File: src/smpf_pkg.sv
`timescale 1ns / 1ps
// ----------------------------------------------------------------------------
// Spectrum magnitude peak finder package
// Shared widths, constants and reset values of the peak finder.
// ----------------------------------------------------------------------------
package smpf_pkg;

    localparam int RE_W       = 16;
    localparam int MAG_W      = 17;
    localparam int IDX_W      = 9;
    localparam int FREQ_W     = 20;
    localparam int RATE_W     = 20;

    // Square root unit: radicand is 4*(re^2+im^2), one root bit per step.
    localparam int RAD_W      = 34;
    localparam int ROOT_W     = 17;
    localparam int REM_W      = ROOT_W + 4;
    localparam int STEP_W     = $clog2(ROOT_W);

    // Shared multiplier operands and product.
    localparam int MUL_A_W    = 16;
    localparam int MUL_B_W    = 20;
    localparam int PROD_W     = MUL_A_W + MUL_B_W;
    localparam int POWER_W    = 32;

    // The transform length must be a power of two.
    localparam int FFT_LENGTH = 1024;
    localparam int FFT_SHIFT  = $clog2(FFT_LENGTH);

    localparam int DEF_BIN_COUNT = 512;

    localparam logic [RATE_W-1:0] RATE_RESET = RATE_W'(10000);
    localparam logic [FREQ_W-1:0] FREQ_MAX   = FREQ_W'(1000000);

endpackage

File: src/smpf_if.sv
`timescale 1ns / 1ps
// ----------------------------------------------------------------------------
// Peak finder channels
// Valid/ready channels for input bins and result beats.
// ----------------------------------------------------------------------------
interface smpf_in_if;
    import smpf_pkg::*;

    logic                    valid;
    logic                    ready;
    logic signed [RE_W-1:0]  real_part;
    logic signed [RE_W-1:0]  imag_part;
    logic                    last_bin;

    modport source (output valid, real_part, imag_part, last_bin, input ready);
    modport sink   (input valid, real_part, imag_part, last_bin, output ready);
endinterface

interface smpf_out_if;
    import smpf_pkg::*;

    logic               valid;
    logic               ready;
    logic [MAG_W-1:0]   magnitude;
    logic [IDX_W-1:0]   bin_index;
    logic               frame_done;
    logic [IDX_W-1:0]   peak_bin;
    logic [MAG_W-1:0]   peak_magnitude;
    logic [FREQ_W-1:0]  peak_frequency;

    modport source (output valid, magnitude, bin_index, frame_done, peak_bin,
                    peak_magnitude, peak_frequency, input ready);
    modport sink   (input valid, magnitude, bin_index, frame_done, peak_bin,
                    peak_magnitude, peak_frequency, output ready);
endinterface

File: src/smpf_isqrt.sv
`timescale 1ns / 1ps
// ----------------------------------------------------------------------------
// Iterative integer square root
// Digit-by-digit root: one compare and subtract per cycle, one root bit each.
// ----------------------------------------------------------------------------
module smpf_isqrt (
    input  logic                          i_clk,
    input  logic                          i_rst_n,
    input  logic                          i_start,
    input  logic [smpf_pkg::RAD_W-1:0]    i_radicand,
    output logic                          o_busy,
    output logic                          o_done,
    output logic [smpf_pkg::ROOT_W-1:0]   o_root
);
    import smpf_pkg::*;

    localparam logic [STEP_W-1:0] LAST_STEP = STEP_W'(ROOT_W - 1);

    logic [RAD_W-1:0]  r_x,    n_x;
    logic [REM_W-1:0]  r_rem,  n_rem;
    logic [ROOT_W-1:0] r_root, n_root;
    logic [STEP_W-1:0] r_step, n_step;
    logic              r_busy, n_busy;
    logic              r_done, n_done;

    logic [REM_W-1:0]  rem_sh;
    logic [REM_W-1:0]  trial;

    always_comb begin
        rem_sh = {r_rem[REM_W-3:0], r_x[RAD_W-1 -: 2]};
        trial  = REM_W'({r_root, 2'b01});

        n_x    = r_x;
        n_rem  = r_rem;
        n_root = r_root;
        n_step = r_step;
        n_busy = r_busy;
        n_done = 1'b0;
        if (i_start) begin
            n_x    = i_radicand;
            n_rem  = '0;
            n_root = '0;
            n_step = '0;
            n_busy = 1'b1;
        end else if (r_busy) begin
            n_x = {r_x[RAD_W-3:0], 2'b00};
            if (rem_sh >= trial) begin
                n_rem  = rem_sh - trial;
                n_root = {r_root[ROOT_W-2:0], 1'b1};
            end else begin
                n_rem  = rem_sh;
                n_root = {r_root[ROOT_W-2:0], 1'b0};
            end
            n_step = r_step + STEP_W'(1);
            if (r_step == LAST_STEP) begin
                n_busy = 1'b0;
                n_done = 1'b1;
            end
        end
    end

    always_ff @(posedge i_clk) begin
        if (!i_rst_n) begin
            r_busy <= 1'b0;
            r_done <= 1'b0;
            r_step <= '0;
        end else begin
            r_busy <= n_busy;
            r_done <= n_done;
            r_step <= n_step;
        end
        r_x    <= n_x;
        r_rem  <= n_rem;
        r_root <= n_root;
    end

    assign o_busy = r_busy;
    assign o_done = r_done;
    assign o_root = r_root;

endmodule

File: src/spectrum_magnitude_peak_finder_top.sv
`timescale 1ns / 1ps
// ----------------------------------------------------------------------------
// Spectrum magnitude peak finder
// Per-bin magnitude floor(2*sqrt(re^2+im^2)) with running peak and frequency.
// ----------------------------------------------------------------------------
// Usage:
//   i_in carries one FFT bin per beat (real, imaginary, last flag), bins in
//   order from bin 0. o_out returns one beat per bin: magnitude and index,
//   and on the last bin also the peak bin, its magnitude and its frequency
//   peak_bin*sample_rate*2/FFT_LENGTH, saturated at 1000000.
//   i_cfg_we/i_cfg_wdata write the sample rate; write it only while idle.
// Sequence:
//   An accepted bin passes S_SQ_RE, S_SQ_IM (the shared 16x20 multiplier
//   squares each part), S_SUM, S_ROOT (the square root, one root bit per
//   cycle) and, on the last bin only, S_FREQ (frequency product) before
//   S_OUT loads the output register and the next bin can be accepted;
//   i_in.ready is high only while the sequencer is idle.
// Reset and stall:
//   Reset clears the frame (counter 0, peak bin 1, peak magnitude 0) and
//   sets the sample rate to 10000. A finished result waits in the output
//   register; the next bin is accepted meanwhile, and the sequencer holds
//   its own result until the receiver takes the previous beat.
// ----------------------------------------------------------------------------
module spectrum_magnitude_peak_finder_top #(
    parameter int BIN_COUNT = smpf_pkg::DEF_BIN_COUNT
) (
    input  logic                          i_clk,
    input  logic                          i_rst_n,
    input  logic                          i_cfg_we,
    input  logic [smpf_pkg::RATE_W-1:0]   i_cfg_wdata,
    smpf_in_if.sink                       i_in,
    smpf_out_if.source                    o_out
);
    import smpf_pkg::*;

    localparam int CNT_W = $clog2(BIN_COUNT);

    typedef enum logic [6:0] {
        S_IDLE  = 7'b0000001,
        S_SQ_RE = 7'b0000010,
        S_SQ_IM = 7'b0000100,
        S_SUM   = 7'b0001000,
        S_ROOT  = 7'b0010000,
        S_FREQ  = 7'b0100000,
        S_OUT   = 7'b1000000
    } t_state;

    t_state             r_state, n_state;
    logic [RATE_W-1:0]  r_rate;
    logic [MUL_A_W-1:0] r_abs_re, r_abs_im;
    logic               r_last;
    logic [PROD_W-1:0]  r_prod;
    logic [POWER_W-1:0] r_acc;
    logic [MAG_W-1:0]   r_mag;
    logic [CNT_W-1:0]   r_cnt;
    logic [CNT_W-1:0]   r_best_bin;
    logic [MAG_W-1:0]   r_best_mag;

    logic               r_out_valid;
    logic [MAG_W-1:0]   r_out_mag;
    logic [IDX_W-1:0]   r_out_idx;
    logic               r_out_done;
    logic [IDX_W-1:0]   r_out_pbin;
    logic [MAG_W-1:0]   r_out_pmag;
    logic [FREQ_W-1:0]  r_out_freq;

    logic [MUL_A_W-1:0] mul_a;
    logic [MUL_B_W-1:0] mul_b;
    logic [PROD_W-1:0]  prod;
    logic [POWER_W-1:0] power;
    logic               sqrt_start, sqrt_busy, sqrt_done;
    logic [ROOT_W-1:0]  sqrt_root;
    logic [PROD_W-1:0]  freq_full;
    logic [FREQ_W-1:0]  freq_sat;
    logic               in_take, out_take, out_load;
    logic [CNT_W:0]     cnt_inc;

    smpf_isqrt u_isqrt (
        .i_clk      (i_clk),
        .i_rst_n    (i_rst_n),
        .i_start    (sqrt_start),
        .i_radicand ({power, 2'b00}),
        .o_busy     (sqrt_busy),
        .o_done     (sqrt_done),
        .o_root     (sqrt_root)
    );

    assign i_in.ready = (r_state == S_IDLE);
    assign in_take    = i_in.valid && i_in.ready;
    assign out_take   = r_out_valid && o_out.ready;
    assign out_load   = (r_state == S_OUT) && (!r_out_valid || o_out.ready);
    assign power      = r_acc + r_prod[POWER_W-1:0];
    assign sqrt_start = (r_state == S_SUM);
    assign cnt_inc    = {1'b0, r_cnt} + (CNT_W+1)'(1);

    // The shared multiplier: squares of the parts, then the frequency product.
    always_comb begin
        unique case (r_state)
            S_SQ_RE: begin
                mul_a = r_abs_re;
                mul_b = MUL_B_W'(r_abs_re);
            end
            S_SQ_IM: begin
                mul_a = r_abs_im;
                mul_b = MUL_B_W'(r_abs_im);
            end
            default: begin
                mul_a = MUL_A_W'(r_best_bin);
                mul_b = r_rate;
            end
        endcase
        prod = PROD_W'(mul_a) * PROD_W'(mul_b);
    end

    // Multiplying by two and dividing by the length is one right shift.
    assign freq_full = r_prod >> (FFT_SHIFT - 1);
    assign freq_sat  = (freq_full > PROD_W'(FREQ_MAX)) ? FREQ_MAX : FREQ_W'(freq_full);

    always_comb begin
        n_state = r_state;
        unique case (r_state)
            S_IDLE:  if (in_take) n_state = S_SQ_RE;
            S_SQ_RE: n_state = S_SQ_IM;
            S_SQ_IM: n_state = S_SUM;
            S_SUM:   n_state = S_ROOT;
            S_ROOT:  if (sqrt_done) n_state = r_last ? S_FREQ : S_OUT;
            S_FREQ:  n_state = S_OUT;
            S_OUT:   if (out_load) n_state = S_IDLE;
            default: n_state = S_IDLE;
        endcase
    end

    always_ff @(posedge i_clk) begin
        if (!i_rst_n) begin
            r_state     <= S_IDLE;
            r_rate      <= RATE_RESET;
            r_cnt       <= '0;
            r_best_bin  <= CNT_W'(1);
            r_best_mag  <= '0;
            r_out_valid <= 1'b0;
        end else begin
            r_state <= n_state;
            if (i_cfg_we) begin
                r_rate <= i_cfg_wdata;
            end
            // Bin 1 always seeds the peak; later bins must be strictly larger.
            if (sqrt_done && (r_state == S_ROOT)) begin
                if (r_cnt == CNT_W'(1)) begin
                    r_best_mag <= sqrt_root;
                    r_best_bin <= CNT_W'(1);
                end else if ((r_cnt > CNT_W'(1)) && (sqrt_root > r_best_mag)) begin
                    r_best_mag <= sqrt_root;
                    r_best_bin <= r_cnt;
                end
            end
            if (out_load) begin
                r_out_valid <= 1'b1;
                if (r_last) begin
                    r_cnt      <= '0;
                    r_best_bin <= CNT_W'(1);
                    r_best_mag <= '0;
                end else if (cnt_inc < (CNT_W+1)'(BIN_COUNT)) begin
                    r_cnt <= cnt_inc[CNT_W-1:0];
                end
            end else if (out_take) begin
                r_out_valid <= 1'b0;
            end
        end

        if (in_take) begin
            r_abs_re <= i_in.real_part[RE_W-1] ? MUL_A_W'(-i_in.real_part)
                                               : MUL_A_W'(i_in.real_part);
            r_abs_im <= i_in.imag_part[RE_W-1] ? MUL_A_W'(-i_in.imag_part)
                                               : MUL_A_W'(i_in.imag_part);
            r_last   <= i_in.last_bin;
        end
        if ((r_state == S_SQ_RE) || (r_state == S_SQ_IM) || (r_state == S_FREQ)) begin
            r_prod <= prod;
        end
        if (r_state == S_SQ_IM) begin
            r_acc <= r_prod[POWER_W-1:0];
        end
        if (sqrt_done && (r_state == S_ROOT)) begin
            r_mag <= sqrt_root;
        end
        if (out_load) begin
            r_out_mag  <= r_mag;
            r_out_idx  <= IDX_W'(r_cnt);
            r_out_done <= r_last;
            r_out_pbin <= r_last ? IDX_W'(r_best_bin) : '0;
            r_out_pmag <= r_last ? r_best_mag : '0;
            r_out_freq <= r_last ? freq_sat : '0;
        end
    end

    assign o_out.valid          = r_out_valid;
    assign o_out.magnitude      = r_out_mag;
    assign o_out.bin_index      = r_out_idx;
    assign o_out.frame_done     = r_out_done;
    assign o_out.peak_bin       = r_out_pbin;
    assign o_out.peak_magnitude = r_out_pmag;
    assign o_out.peak_frequency = r_out_freq;

`ifndef NO_ASSERTIONS
    a_root_only_in_root_state: assert property (@(posedge i_clk) disable iff (!i_rst_n)
        sqrt_done |-> (r_state == S_ROOT))
        else $error("square root finished outside the root state");

    a_idle_unit_quiet: assert property (@(posedge i_clk) disable iff (!i_rst_n)
        (r_state == S_IDLE) |-> !sqrt_busy)
        else $error("square root unit busy while the sequencer is idle");

    a_frame_cleared: assert property (@(posedge i_clk) disable iff (!i_rst_n)
        (out_load && r_last) |=> ((r_cnt == '0) && (r_best_bin == CNT_W'(1))
                                  && (r_best_mag == '0)))
        else $error("frame state not cleared after the last bin");

    a_peak_zero_mid_frame: assert property (@(posedge i_clk) disable iff (!i_rst_n)
        (r_out_valid && !r_out_done) |-> ((r_out_pbin == '0) && (r_out_pmag == '0)
                                          && (r_out_freq == '0)))
        else $error("peak fields set on a beat that does not end a frame");
`endif

endmodule
File: src/flat_wrapper.sv
// flat-port wrapper written by rule: the top's interface ports become plain ports
module spectrum_magnitude_peak_finder_top_flat import smpf_pkg::*;
#(
    parameter int BIN_COUNT = smpf_pkg::DEF_BIN_COUNT
)
  (i_clk, i_rst_n, i_cfg_we, i_cfg_wdata, i_in_valid, i_in_real_part, i_in_imag_part, i_in_last_bin, i_in_ready, o_out_valid, o_out_magnitude, o_out_bin_index, o_out_frame_done, o_out_peak_bin, o_out_peak_magnitude, o_out_peak_frequency, o_out_ready);
  smpf_in_if i_in_i ();
  smpf_out_if o_out_i ();
  input  logic i_clk;
  input  logic i_rst_n;
  input  logic i_cfg_we;
  input  logic [smpf_pkg::RATE_W-1:0] i_cfg_wdata;
  input wire logic [$bits(i_in_i.valid)-1:0] i_in_valid;
  input wire logic [$bits(i_in_i.real_part)-1:0] i_in_real_part;
  input wire logic [$bits(i_in_i.imag_part)-1:0] i_in_imag_part;
  input wire logic [$bits(i_in_i.last_bin)-1:0] i_in_last_bin;
  output wire logic [$bits(i_in_i.ready)-1:0] i_in_ready;
  output wire logic [$bits(o_out_i.valid)-1:0] o_out_valid;
  output wire logic [$bits(o_out_i.magnitude)-1:0] o_out_magnitude;
  output wire logic [$bits(o_out_i.bin_index)-1:0] o_out_bin_index;
  output wire logic [$bits(o_out_i.frame_done)-1:0] o_out_frame_done;
  output wire logic [$bits(o_out_i.peak_bin)-1:0] o_out_peak_bin;
  output wire logic [$bits(o_out_i.peak_magnitude)-1:0] o_out_peak_magnitude;
  output wire logic [$bits(o_out_i.peak_frequency)-1:0] o_out_peak_frequency;
  input wire logic [$bits(o_out_i.ready)-1:0] o_out_ready;
  assign i_in_i.valid = i_in_valid;
  assign i_in_i.real_part = i_in_real_part;
  assign i_in_i.imag_part = i_in_imag_part;
  assign i_in_i.last_bin = i_in_last_bin;
  assign i_in_ready = i_in_i.ready;
  assign o_out_valid = o_out_i.valid;
  assign o_out_magnitude = o_out_i.magnitude;
  assign o_out_bin_index = o_out_i.bin_index;
  assign o_out_frame_done = o_out_i.frame_done;
  assign o_out_peak_bin = o_out_i.peak_bin;
  assign o_out_peak_magnitude = o_out_i.peak_magnitude;
  assign o_out_peak_frequency = o_out_i.peak_frequency;
  assign o_out_i.ready = o_out_ready;
  spectrum_magnitude_peak_finder_top #(.BIN_COUNT(BIN_COUNT)) u_core (.i_clk(i_clk), .i_rst_n(i_rst_n), .i_cfg_we(i_cfg_we), .i_cfg_wdata(i_cfg_wdata), .i_in(i_in_i), .o_out(o_out_i));
endmodule
File: config.mk
export PLATFORM = sky130hd
export DESIGN_NAME = spectrum_magnitude_peak_finder_top_flat
export DESIGN_NICKNAME = d
export VERILOG_FILES = /design/src/smpf_pkg.sv /design/src/smpf_if.sv /design/src/smpf_isqrt.sv /design/src/spectrum_magnitude_peak_finder_top.sv /design/src/flat_wrapper.sv
export SDC_FILE = /design/constraint.sdc
export NUM_CORES = 1
export LEC_CHECK = 0
export BUFFER_PORTS_ARGS = -buffer_cell sky130_fd_sc_hd__buf_2
export CAP_MARGIN = 40
export CORE_UTILIZATION = 55
export CTS_CLUSTER_DIAMETER = 200
export DETAILED_ROUTE_END_ITERATION = 10
export PLACE_DENSITY = 0.73
export SYNTH_ARGS = -nofsm -noshare
export SYNTH_HDL_FRONTEND = slang
export SYNTH_HIERARCHICAL = 1
export SYNTH_SLANG_ARGS = --single-unit
File: constraint.sdc
create_clock -name i_clk -period 8.1 [get_ports i_clk]
set_clock_uncertainty 0.1 [all_clocks]
set_input_delay 0.81 -clock i_clk [delete_from_list [all_inputs] [get_ports i_clk]]
set_output_delay 0.81 -clock i_clk [all_outputs]
set_load 0.01 [all_outputs]
==> results of run 1 <==
cell type report:
class,instances,area share
inverters,368,0.0477
multi-input cells,1804,0.533
clock inverters,22,0.00830
well taps,607,0.0262
flip-flops and latches,331,0.307
repair buffers,202,0.0435
clock buffers,46,0.0350
logic make-up after synthesis:
group / count (synthesis) / share of synthesized area
and+or+nand+nor: 752 / 0.133
buffers and inverters: 451 / 0.0675
other: 2 / 0.000290
xor gates and xnor gates: 108 / 0.0366
adders and majority gates: 432 / 0.282
muxes: 85 / 0.0344
DFF: 331 / 0.343
AOI/OAI and AO/OA: 397 / 0.103
timing repair:
item | in CTS | in global routing
setup buffers | 0 | 4
gates resized for setup | 0 | 12
hold endpoints to repair | 0 | 0
endpoints found under the setup margin | 0 | 8
power breakdown:
group | switching (mW) | internal, mW | total (mW)
sequential | 0.0576 | 1.91 | 1.97
clock | 0.688 | 1.03 | 1.72
combinational | 0.871 | 0.578 | 1.45
total | 1.62 | 3.52 | 5.13
state kept, by name (all words and copies together), names as in the netlist, 9 cells and up:
register / cells
u_core/r_prod: 36
u_core/u_isqrt/r_x: 34
u_core/r_acc: 32
u_core/o_out.peak_frequency: 20
u_core/r_rate: 20
u_core/u_isqrt/r_rem: 19
u_core/o_out.magnitude: 17
u_core/o_out.peak_magnitude: 17
u_core/r_best_mag: 17
u_core/r_mag: 17
u_core/u_isqrt/o_root: 17
u_core/r_abs_im: 16
u_core/r_abs_re: 16
u_core/o_out.bin_index: 9
u_core/o_out.peak_bin: 9
u_core/r_best_bin: 9
u_core/r_cnt: 9
how the worst min path moves through the flow:
stage,from,endpoint,slack (ps),depth (start not counted)
after floorplan,u_core/r_mag[0]$_DFFE_PP_,u_core/o_out.magnitude[0]$_DFFE_PP_,300,0
after global placement,u_core/r_mag[16]$_DFFE_PP_,u_core/o_out.magnitude[16]$_DFFE_PP_,300,0
after detailed placement,u_core/r_mag[15]$_DFFE_PP_,u_core/o_out.magnitude[15]$_DFFE_PP_,310,0
after CTS,u_core/r_mag[14]$_DFFE_PP_,u_core/o_out.magnitude[14]$_DFFE_PP_,320,0
after global routing,u_core/r_mag[15]$_DFFE_PP_,u_core/o_out.magnitude[15]$_DFFE_PP_,330,0
final,u_core/r_mag[14]$_DFFE_PP_,u_core/o_out.magnitude[14]$_DFFE_PP_,320,0
stage by stage:
step,area [µm²],setup TNS [ps]
after floorplan,26000,0
after global placement,27500,0
after detailed placement,27600,0
after CTS,28900,0
after global routing,29000,-36.3
final,29000,0
cell usage in the layout, fill, tap and decap left out, types with 14 or more instances in the layout:
cell,Yosys,layout
sky130_fd_sc_hd__o21bai_1,17,16
sky130_fd_sc_hd__buf_4,3,62
sky130_fd_sc_hd__nand4_1,21,21
sky130_fd_sc_hd__xor2_1,37,37
sky130_fd_sc_hd__conb_1,2,30
sky130_fd_sc_hd__nor3_1,15,15
sky130_fd_sc_hd__clkbuf_16,0,38
sky130_fd_sc_hd__nor2_1,249,248
sky130_fd_sc_hd__dfxtp_1,106,105
sky130_fd_sc_hd__xnor2_1,71,71
sky130_fd_sc_hd__a211oi_1,17,17
sky130_fd_sc_hd__buf_2,16,132
sky130_fd_sc_hd__and2_1,38,38
sky130_fd_sc_hd__ha_1,181,181
sky130_fd_sc_hd__a21oi_1,116,114
sky130_fd_sc_hd__inv_1,364,364
sky130_fd_sc_hd__mux2i_1,53,53
sky130_fd_sc_hd__fa_1,251,251
sky130_fd_sc_hd__o21ai_0,73,73
sky130_fd_sc_hd__o31ai_1,15,15
sky130_fd_sc_hd__or2_2,14,14
sky130_fd_sc_hd__a21o_1,43,42
sky130_fd_sc_hd__nor2b_1,36,35
sky130_fd_sc_hd__nand3_1,53,53
sky130_fd_sc_hd__nand2b_1,24,24
sky130_fd_sc_hd__mux2_2,32,32
sky130_fd_sc_hd__nand2_1,247,243
sky130_fd_sc_hd__edfxtp_1,225,225
critical path, delay by kind of cell (launching register included):
kind	cells	cell delay, ps
buffers and inverters	7	610
DFF	1	340
adders and majority gates	7	3200
xor gates and xnor gates	1	140
AOI/OAI and AO/OA	10	2300
and+or+nand+nor	4	870
synthesized netlist by cell type, types with 14 or more instances:
master / count
sky130_fd_sc_hd__mux2i_1: 53
sky130_fd_sc_hd__edfxtp_1: 225
sky130_fd_sc_hd__nand3_1: 53
sky130_fd_sc_hd__and3_1: 14
sky130_fd_sc_hd__nor3_1: 15
sky130_fd_sc_hd__clkbuf_1: 54
sky130_fd_sc_hd__dfxtp_1: 106
sky130_fd_sc_hd__buf_2: 16
sky130_fd_sc_hd__o31ai_1: 15
sky130_fd_sc_hd__a211oi_1: 17
sky130_fd_sc_hd__xnor2_1: 71
sky130_fd_sc_hd__or2_2: 14
sky130_fd_sc_hd__nand2_1: 247
sky130_fd_sc_hd__nand2b_1: 24
sky130_fd_sc_hd__inv_1: 364
sky130_fd_sc_hd__o21ai_0: 73
sky130_fd_sc_hd__a21oi_1: 116
sky130_fd_sc_hd__o21bai_1: 17
sky130_fd_sc_hd__a21o_1: 43
sky130_fd_sc_hd__nor2b_1: 36
sky130_fd_sc_hd__xor2_1: 37
sky130_fd_sc_hd__fa_1: 251
sky130_fd_sc_hd__and2_1: 38
sky130_fd_sc_hd__nand4_1: 21
sky130_fd_sc_hd__mux2_2: 32
sky130_fd_sc_hd__ha_1: 181
sky130_fd_sc_hd__nor2_1: 249
sky130_fd_sc_hd__a22o_1: 14
metal layers:
layer  vias to the layer above  part of all wire  track usage
li1                       8884                 -            -
met1                      9294              0.43        0.358
met2                       722              0.47        0.418
met3                        96             0.068       0.0407
met4                         0             0.028       0.0817
met5                         -                 0            0
==> impl_summary.txt, run 1 <==
----------------------------------------------------
[Critical path]
  Arrival time of the worst setup path ... 8040 ps
  Reg2reg path depth ... 29
  Critical path type ... reg2reg
  Timing startpoint of the critical path ... u_core/r_state[0]$_SDFFE_PN1P_
  Startpoint type of the worst setup path ... flip-flop
  Endpoint type of the worst setup path ... flip-flop
  Register-to-register setup slack ... 250 ps
  Endpoint of the worst setup timing path ... u_core/r_prod[33]$_DFFE_PP_
  Slowest stage cell, crit path ... sky130_fd_sc_hd__fa_1
  Worst EP required ... 8300 ps
  Maximum fanout count along the critical path ... 9
  Crit path top cell by count ... sky130_fd_sc_hd__fa_1
  Highest cell delay on the worst timing path ... 550 ps
  Startpoint of the lowest-slack register-to-register path ... u_core/r_state[0]$_SDFFE_PN1P_
  Worst reg2reg endpoint ... u_core/r_prod[33]$_DFFE_PP_

[Drt]
  Post-detailed-route via-to-cell ratio ... 5.62
  Via count ... 18996
  WL per Instance ... 18.2 µm
  Final WL ... 61.6 mm
  Drt first-iter violations ... 1555
  Remaining number of nets flagged by the antenna check after routing ... 0
  DRC errors left ... 0
  Number of search-and-repair iterations in the first detailed-routing pass ... 6

[Synthesis]
  Yosys top cell area share ... 0.261
  Number of synthesis warnings ... 6
  Portion of the post-synthesis area used by sequential elements ... 0.343
  Post-synth cell types ... 91
  Post-synth EDFFs ... 225
  Syn Area/Cell ... 10.1 µm²
  Post-synthesis async set-or-reset flop share ... 0
  Netlist Area Pre-Place ... 0.0259 mm²
  Post-synth top flop ... sky130_fd_sc_hd__edfxtp_1
  Dominant cell type by area after synthesis ... sky130_fd_sc_hd__edfxtp_1
  Post-synthesis register bit count ... 331
  Top post-synthesis cells by area ... sky130_fd_sc_hd__edfxtp_1 26%, sky130_fd_sc_hd__fa_1 19%, sky130_fd_sc_hd__ha_1 8.8%, sky130_fd_sc_hd__dfxtp_1 8.2%, sky130_fd_sc_hd__inv_1 5.3%
  Number of instances in the synthesized netlist ... 2558

[Timing]
  Final max-slew violation count ... 0
  Actual transition at the worst max-transition pin ... 841 ps
  Maximum achievable frequency ... 127 MHz
  Setup violations, final ... 0
  Share of the clock period used by the worst path after layout ... 0.969
  Post-layout minimum cycle time ... 7850 ps
  Worst slew margin relative to its limit ... 0.438
  Final Hold Fails ... 0
  Min setup slack post-route ... 254 ps
  Worst-case hold slack ... 317 ps

[Clock tree]
  TritonCTS Buffers ... 37
  Root Buffer ... sky130_fd_sc_hd__clkbuf_16
  Count of H-tree levels built during CTS ... 2
  TritonCTS clock tree ... done
  CTS Hold Buffers Added ... 0
  Clock Path Buffers ... 3
  Clock transition at path regs ... 60 ps
  Clk Latency, worst-skew pair ... 560 ps
  Total clock sinks ... 331

[Global routing]
  Number of antenna violations at the first check in global routing ... 0
  Largest net degree at the start of global routing ... 69
  First-pass GRT wire length ... 97.0 mm
  Gr ovfl total ... 0
  Vias in the first global route ... 18385
  Overall global routing resource usage ... 0.259

[Place]
  Dpl hpwl ... 48.4 mm
  Place WS ... 43.7 ps
  DP Cell Count ... 3308
  Placer congestion estimate ... 0.981
  # port buffers ... 132

[Die]
  Die extent in x ... 219 µm
  Die span in y ... 219 µm
  Die ar. ... 0.0479 mm²
  Number of standard-cell rows in the floorplan ... 79
  Core Region ... 0.0465 mm²
  Ports placed on the boundary ... 133
  Starting density of the core ... 0.557

[Cells and area]
  Post-layout nets ... 3234
  Area occupied by registers ... 0.00888 mm²
  FILL cells ... 3814
  Multi-input logic area ... 0.0154 mm²
  Utilization after layout ... 0.623
  Final cell count without fillers ... 3380
  Fraction of final layout cells sized beyond drive strength 1 ... 0.129
  Area growth from synthesis to layout ... 11.9%
  Antenna Diode Count ... 0

[Power]
  Power per standard cell area ... 177 mW/mm²
  Tot Pwr ... 5.13 mW
  Worst VDD drop ... 0.000134 V
  Leak Pwr ... 12.7 nW

[Job]
  Max-cap violations ... 0

[Status]
  Run status ... finished clean

[Hold path]
  Worst hold path type ... reg2reg

----------------------------------------------------
Power figures use the tool's default switching activity.
==> run 2: changes to the inputs <==
ABC_AREA = 1   (was default)
CORE_MARGIN = 2   (was default)
PLACE_DENSITY = 0.72   (was 0.73)
==> run 2 against run 1 <==
  * Non-clock buffer count fell by 50
  * Sequential cell count stayed put
  * Sequential share of layout area decreased by 1.2 points
  * Via count is 15% higher
  * Cell count up 22%
==> impl_summary.txt, run 2 <==
----------------------------------------------------
[Status]
  Run status ... finished clean

[Timing]
  Unrepaired setup endpoints after global routing ... no
  Total negative setup slack ... 0 ps
  Share of the clock period used by the worst path after layout ... 0.948
  Final Hold Fails ... 0
  Actual transition at the worst max-transition pin ... 987 ps
  Setup violations, final ... 0
  Final max-slew violation count ... 0
  Post-layout minimum cycle time ... 7680 ps
  Worst slew margin relative to its limit ... 0.342
  Maximum achievable frequency ... 130 MHz

[Synthesis]
  Post-synth EDFFs ... 225
  Number of synthesis warnings ... 6
  Post-synth top flop ... sky130_fd_sc_hd__edfxtp_1
  Post-synthesis async set-or-reset flop share ... 0
  Post-synth cell types ... 56
  Fraction of synthesized cell area in xor and xnor cells ... 0.0283
  Yosys top cell area share ... 0.246
  Multiplexer share of the synthesized area ... 0
  Post-synthesis register bit count ... 331
  Number of instances in the synthesized netlist ... 3275
  Portion of the post-synthesis area used by sequential elements ... 0.323
  Dominant cell type by area after synthesis ... sky130_fd_sc_hd__edfxtp_1
  Synthesized-area fraction occupied by adder cells ... 0.265
  Top post-synthesis cells by area ... sky130_fd_sc_hd__edfxtp_1 25%, sky130_fd_sc_hd__fa_1 18%, sky130_fd_sc_hd__nand2_1 11%, sky130_fd_sc_hd__inv_1 8.8%, sky130_fd_sc_hd__ha_1 8.2%
  Synth cell count leaders ... 784 x sky130_fd_sc_hd__nand2_1, 646 x sky130_fd_sc_hd__inv_1, 311 x sky130_fd_sc_hd__nor2_1
  Syn Area/Cell ... 8.40 µm²
  Most common cell in the synthesized netlist ... sky130_fd_sc_hd__nand2_1
  Netlist Area Pre-Place ... 0.0275 mm²
  Area share of and/or/nand/nor cells after synthesis ... 0.216
  Fraction of the mapped netlist area in compound gates ... 0.0609
  Combinational family with the most area after synthesis ... adder cells

[Global routing]
  Number of antenna violations at the first check in global routing ... 0
  Overall global routing resource usage ... 0.280
  First-pass GRT wire length ... 113 mm
  Largest net degree at the start of global routing ... 53
  Vias in the first global route ... 22348
  Gr ovfl total ... 0

[Critical path]
  Register-to-register setup slack ... 420 ps
  Worst reg2reg endpoint ... u_core/r_prod[24]$_DFFE_PP_
  Arrival time of the worst setup path ... 7890 ps
  Maximum fanout count along the critical path ... 27
  Critical path type ... reg2reg
  Top Family by Delay on Critical Path ... adder cells
  Startpoint of the lowest-slack register-to-register path ... u_core/r_state[5]$_SDFFE_PN0P_
  Startpoint type of the worst setup path ... flip-flop
  CP Buf/Inv Count ... 5
  Highest cell delay on the worst timing path ... 550 ps
  Worst EP required ... 8310 ps
  Crit path top cell by count ... sky130_fd_sc_hd__fa_1
  Slowest stage cell, crit path ... sky130_fd_sc_hd__fa_1
  Endpoint type of the worst setup path ... flip-flop
  Reg2reg path depth ... 25

[Clock tree]
  Count of H-tree levels built during CTS ... 2
  Post CTS Setup Buffer Count ... 0
  TritonCTS Buffers ... 38
  TritonCTS clock tree ... done
  Clock transition at path regs ... 60 ps
  Total clock sinks ... 331
  Clk Latency, worst-skew pair ... 580 ps
  Root Buffer ... sky130_fd_sc_hd__clkbuf_16
  Clock Path Buffers ... 3

[Place]
  Placed Instance Area ... 0.0289 mm²
  # port buffers ... 132
  Dpl hpwl ... 56.2 mm
  Placer congestion estimate ... 0.949

[Drt]
  DR WL met3 ... 3.57 mm
  DRC errors left ... 0
  Top routing layer used ... met4
  Post-detailed-route via-to-cell ratio ... 5.28
  Via count ... 21782
  Final WL ... 69.9 mm
  Remaining number of nets flagged by the antenna check after routing ... 0
  Number of search-and-repair iterations in the first detailed-routing pass ... 6
  Drt first-iter violations ... 1595
  WL per Instance ... 17.0 µm
  Wire length on met1 ... 29.3 mm
  Met2 WL post-DR ... 34.0 mm

[Cells and area]
  Register name with the most flops ... u_core/r_prod
  Utilization after layout ... 0.614
  Fraction of final layout cells sized beyond drive strength 1 ... 0.0936
  Most frequent cells in the layout ... 784 x sky130_fd_sc_hd__nand2_1, 644 x sky130_fd_sc_hd__inv_1, 310 x sky130_fd_sc_hd__nor2_1
  Area growth from synthesis to layout ... 9.67%
  Most common cell after layout, fill and taps aside ... sky130_fd_sc_hd__nand2_1
  Antenna Diode Count ... 0
  Post-layout nets ... 3922
  FILL cells ... 4335
  Post-route design area ... 0.0302 mm²
  Max reg flops ... 36
  Registers with the most flip-flops ... u_core/r_prod (36), u_core/u_isqrt/r_x (34), u_core/r_acc (32)

[Die]
  Die extent in x ... 228 µm
  Starting density of the core ... 0.560
  Number of standard-cell rows in the floorplan ... 81
  Die ar. ... 0.0518 mm²
  Ports placed on the boundary ... 133
  Core Region ... 0.0492 mm²
  Die span in y ... 228 µm

[Hold path]
  Cell count of the worst hold path ... 1
  Worst min-delay path endpoint ... u_core/r_last$_DFFE_PP_
  Worst hold path type ... in2reg
  Origin of the worst min-delay path ... i_in_last_bin

[Power]
  Power per standard cell area ... 195 mW/mm²
  Leak Pwr ... 15.1 nW
  Worst VDD drop ... 0.000190 V

[Job]
  Max-cap violations ... 0

----------------------------------------------------
-- run 2: cell types whose count changed after synthesis, sizes merged, moves of 33 or more --
| cell | previous run | this run |
|---|---|---|
| mux2i | 53 | 0 |
| nor2 | 249 | 322 |
| nand4 | 21 | 54 |
| nor2b | 36 | 0 |
| nand3 | 53 | 147 |
| and2 | 39 | 3 |
| nand2 | 247 | 803 |
| xnor2 | 71 | 24 |
| inv | 365 | 677 |
-- run 2: worst max path at each step --
stage                                               from                     endpoint  slack (ps)  depth (start not counted)
final                     u_core/r_state[5]$_SDFFE_PN0P_  u_core/r_prod[24]$_DFFE_PP_         420                         25
after CTS                 u_core/r_state[5]$_SDFFE_PN0P_  u_core/r_prod[33]$_DFFE_PP_         380                         30
after floorplan           u_core/r_state[4]$_SDFFE_PN0P_  u_core/r_prod[24]$_DFFE_PP_        1380                         28
after global routing      u_core/r_state[5]$_SDFFE_PN0P_  u_core/r_prod[33]$_DFFE_PP_          40                         30
after detailed placement  u_core/r_state[5]$_SDFFE_PN0P_  u_core/r_prod[33]$_DFFE_PP_         390                         30
after global placement    u_core/r_state[4]$_SDFFE_PN0P_  u_core/r_prod[20]$_DFFE_PP_         510                         26
-- run 2: metal layers --
metal  vias to the layer above  track usage
li1                      10536            -
met1                     10459        0.356
met2                       630        0.486
met3                       157       0.0314
met4                         0        0.123
met5                         -            0
-- run 2: metrics by stage --
stage / setup WS, ps / hold WS (ps) / power [mW] / cells
after floorplan: 1380 / 300 / 3.59 / 3303
after global routing: 39.5 / 302 / 6.30 / 4126
final: 425 / 312 / 5.88 / 4126
after CTS: 376 / 292 / 5.90 / 4126
after global placement: 509 / 300 / 4.12 / 4051
after detailed placement: 395 / 305 / 4.16 / 4056
-- run 2: final cells by class --
type	instances	area, µm²	share of cell area
well taps	664	831	0.0275
multi-input cells	2229	15800	0.524
repair buffers	152	842	0.0279
clock inverters	18	231	0.00767
flip-flops and latches	331	8880	0.294
clock buffers	52	1030	0.0343
inverters	680	2550	0.0846
-- run 2: cell families (layout without fill, tap and decap cells) --
| kind of cell | after synthesis | after routing |
|---|---|---|
| compound gates | 291 | 291 |
| xor+xnor | 89 | 89 |
| fa+ha+maj | 432 | 432 |
| buf+inv | 743 | 902 |
| flops | 331 | 331 |
| other cells | 2 | 30 |
| simple gates | 1387 | 1387 |
-- run 2: power breakdown --
part           total [mW]  internal, mW  switching (mW)
registers            2.00          1.95          0.0582
logic                2.15         0.735            1.41
clock network        1.73          1.01           0.718
-- run 2: what timing repair did --
action                     in CTS  in global routing
gates resized for setup         0                  2
hold buffers                    0                  0
setup endpoints to repair       0                  7
-- run 2: worst reg2reg max path: stages, from the launching register on --
cell	delay (ps)
sky130_fd_sc_hd__dfxtp_1	350
sky130_fd_sc_hd__inv_2	80
sky130_fd_sc_hd__nand2_2	70
sky130_fd_sc_hd__nor2_4	280
sky130_fd_sc_hd__nand4_4	310
sky130_fd_sc_hd__nand2_8	290
sky130_fd_sc_hd__nand3_1	220
sky130_fd_sc_hd__o21ai_2	320
sky130_fd_sc_hd__inv_1	350
sky130_fd_sc_hd__nand2_1	150
sky130_fd_sc_hd__fa_1	470
sky130_fd_sc_hd__fa_1	550
sky130_fd_sc_hd__inv_1	60
sky130_fd_sc_hd__fa_1	550
sky130_fd_sc_hd__fa_1	530
sky130_fd_sc_hd__fa_1	540
sky130_fd_sc_hd__inv_1	50
sky130_fd_sc_hd__fa_1	520
sky130_fd_sc_hd__inv_1	40
sky130_fd_sc_hd__ha_1	340
sky130_fd_sc_hd__nand2_1	140
sky130_fd_sc_hd__nor2_1	190
sky130_fd_sc_hd__nand3_1	90
sky130_fd_sc_hd__o21ai_0	490
sky130_fd_sc_hd__a21oi_1	160
sky130_fd_sc_hd__xnor2_1	160
==> run 3: changes to the inputs <==
MAX_ROUTING_LAYER = met4   (was default)
==> run 3 against run 2 <==
  * Die area unchanged
  * Combinational power about the same
  * Sequential cell count unchanged
  * Hold slack better by 5.6 ps
  * Maximum frequency up 2.4%
  * First-iteration DRC count down 18%
  * Critical path depth unchanged
  * Total power up 1.5%
  * Worst setup slack better by 180 ps
  * Sequential share of layout area down 0.068 points
  * Global-route usage up 1.4 points
==> impl_summary.txt, run 3 (synthesis gave the netlist of run 2 again) <==
----------------------------------------------------
[Clock tree]
  TritonCTS Buffers ... 38
  Total clock sinks ... 331
  Count of cells resized by post-cts repair ... 0
  Clock Path Buffers ... 3
  CTS Hold Buffers Added ... 0
  Clk Latency, worst-skew pair ... 560 ps
  Count of H-tree levels built during CTS ... 2
  Clock transition at path regs ... 60 ps
  Post CTS Setup Buffer Count ... 0
  Root Buffer ... sky130_fd_sc_hd__clkbuf_16
  TritonCTS clock tree ... done

[Global routing]
  First-pass GRT wire length ... 115 mm
  Number of antenna violations at the first check in global routing ... 0
  Overall global routing resource usage ... 0.295
  Vias in the first global route ... 22355
  Gr ovfl total ... 0
  Largest net degree at the start of global routing ... 65

[Die]
  Starting density of the core ... 0.560
  Ports placed on the boundary ... 133
  Core Region ... 0.0492 mm²
  Die span in y ... 228 µm
  Number of standard-cell rows in the floorplan ... 81
  Die ar. ... 0.0518 mm²
  Die extent in x ... 228 µm

[Cells and area]
  Registers with the most flip-flops ... u_core/r_prod (36), u_core/u_isqrt/r_x (34), u_core/r_acc (32)
  Register name with the most flops ... u_core/r_prod
  Most common cell after layout, fill and taps aside ... sky130_fd_sc_hd__nand2_1
  FILL cells ... 4323
  Area growth from synthesis to layout ... 9.92%
  Fraction of final layout cells sized beyond drive strength 1 ... 0.0941
  Most frequent cells in the layout ... 784 x sky130_fd_sc_hd__nand2_1, 645 x sky130_fd_sc_hd__inv_1, 310 x sky130_fd_sc_hd__nor2_1
  Antenna Diode Count ... 0
  Post-layout nets ... 3924
  Max reg flops ... 36

[Timing]
  Share of the clock period used by the worst path after layout ... 0.926
  Actual transition at the worst max-transition pin ... 938 ps
  Final Hold Fails ... 0
  Unrepaired setup endpoints after global routing ... no
  Setup violations, final ... 0
  Total negative setup slack ... 0 ps
  Post-layout minimum cycle time ... 7500 ps
  Maximum achievable frequency ... 133 MHz
  Final max-slew violation count ... 0
  Worst slew margin relative to its limit ... 0.371

[Status]
  Run status ... finished clean

[Place]
  # port buffers ... 132
  Placer congestion estimate ... 0.954
  Dpl hpwl ... 56.9 mm

[Drt]
  Via count ... 21942
  Post-detailed-route via-to-cell ratio ... 5.32
  Remaining number of nets flagged by the antenna check after routing ... 0
  Drt first-iter violations ... 1310
  Final WL ... 71.4 mm
  WL per Instance ... 17.3 µm
  Number of search-and-repair iterations in the first detailed-routing pass ... 5
  DRC errors left ... 0

[Critical path]
  Critical path type ... reg2reg
  Worst EP required ... 8290 ps
  Startpoint type of the worst setup path ... flip-flop
  Slowest stage cell, crit path ... sky130_fd_sc_hd__fa_1
  Maximum fanout count along the critical path ... 27
  Arrival time of the worst setup path ... 7690 ps
  CP Buf/Inv Count ... 5
  Endpoint type of the worst setup path ... flip-flop
  Top Family by Delay on Critical Path ... adder cells
  Crit path top cell by count ... sky130_fd_sc_hd__fa_1
  Highest cell delay on the worst timing path ... 550 ps

[Power]
  Leak Pwr ... 15.1 nW
  Worst VDD drop ... 0.000160 V
  Power per standard cell area ... 197 mW/mm²
  Tot Pwr ... 5.97 mW

[Hold path]
  Worst hold path type ... reg2reg

[Job]
  Max-cap violations ... 0

----------------------------------------------------
run 3: stage by stage:
| stage | hold slack [ps] | utilization | cells | area [µm²] | worst slack [ps] |
|---|---|---|---|---|---|
| finish | 317 | 0.615 | 4128 | 30200 | 602 |
| detailed placement | 305 | 0.588 | 4058 | 28900 | 433 |
| global route | 322 | 0.615 | 4128 | 30200 | 104 |
| global placement | 302 | 0.586 | 4051 | 28800 | 558 |
| floorplan | 300 | - | 3303 | 27600 | 1380 |
| CTS | 318 | 0.615 | 4128 | 30200 | 418 |
run 3: final cells by class:
class,count,area [µm²],share of cell area
multi-input cells,2229,15800,0.523
flip-flops and latches,331,8880,0.294
clock buffers,51,1060,0.0351
well taps,664,831,0.0275
inverters,680,2550,0.0844
repair buffers,154,868,0.0287
clock inverters,19,246,0.00815
run 3: final timing paths:
path                             startpoint                             endpoint  slack [ps]  cells after the start
min reg2reg       u_core/r_mag[3]$_DFFE_PP_  u_core/o_out.magnitude[3]$_DFFE_PP_         320                      0
max          u_core/r_state[5]$_SDFFE_PN0P_          u_core/r_prod[24]$_DFFE_PP_         600                     25
max reg2reg  u_core/r_state[5]$_SDFFE_PN0P_          u_core/r_prod[24]$_DFFE_PP_         600                     25
min               u_core/r_mag[3]$_DFFE_PP_  u_core/o_out.magnitude[3]$_DFFE_PP_         320                      0
run 3: report_power, final:
group | internal (mW) | switching [mW] | leakage [nW]
sequential | 1.95 | 0.0587 | 2.99
combinational | 0.738 | 1.42 | 11.5
clock | 1.09 | 0.710 | 0.632
total | 3.77 | 2.19 | 15.1
run 3: metal layers:
| metal | wire [µm] | GRT usage | share of wire | vias up |
|---|---|---|---|---|
| met5 | 0 | - | 0 | - |
| met4 | 3050 | 0.123 | 0.043 | 0 |
| met3 | 3660 | 0.0282 | 0.051 | 189 |
| met2 | 34600 | 0.492 | 0.48 | 693 |
| met1 | 30100 | 0.369 | 0.42 | 10516 |
| li1 | - | - | - | 10544 |
run 3: worst reg2reg max path, cell delays in order (launching register included):
cell,delay [ps]
sky130_fd_sc_hd__dfxtp_1,350
sky130_fd_sc_hd__inv_2,80
sky130_fd_sc_hd__nand2_2,70
sky130_fd_sc_hd__nor2_4,280
sky130_fd_sc_hd__nand4_4,320
sky130_fd_sc_hd__nand2_8,290
sky130_fd_sc_hd__nand3_1,190
sky130_fd_sc_hd__o21ai_2,300
sky130_fd_sc_hd__inv_1,350
sky130_fd_sc_hd__nand2_1,160
sky130_fd_sc_hd__fa_1,480
sky130_fd_sc_hd__fa_1,550
sky130_fd_sc_hd__inv_1,50
sky130_fd_sc_hd__fa_1,540
sky130_fd_sc_hd__fa_1,540
sky130_fd_sc_hd__fa_1,550
sky130_fd_sc_hd__inv_1,60
sky130_fd_sc_hd__fa_1,520
sky130_fd_sc_hd__inv_1,40
sky130_fd_sc_hd__ha_1,340
sky130_fd_sc_hd__nand2_1,130
sky130_fd_sc_hd__nor2_1,210
sky130_fd_sc_hd__nand3_1,100
sky130_fd_sc_hd__o21ai_1,330
sky130_fd_sc_hd__a21oi_1,140
sky130_fd_sc_hd__xnor2_1,160
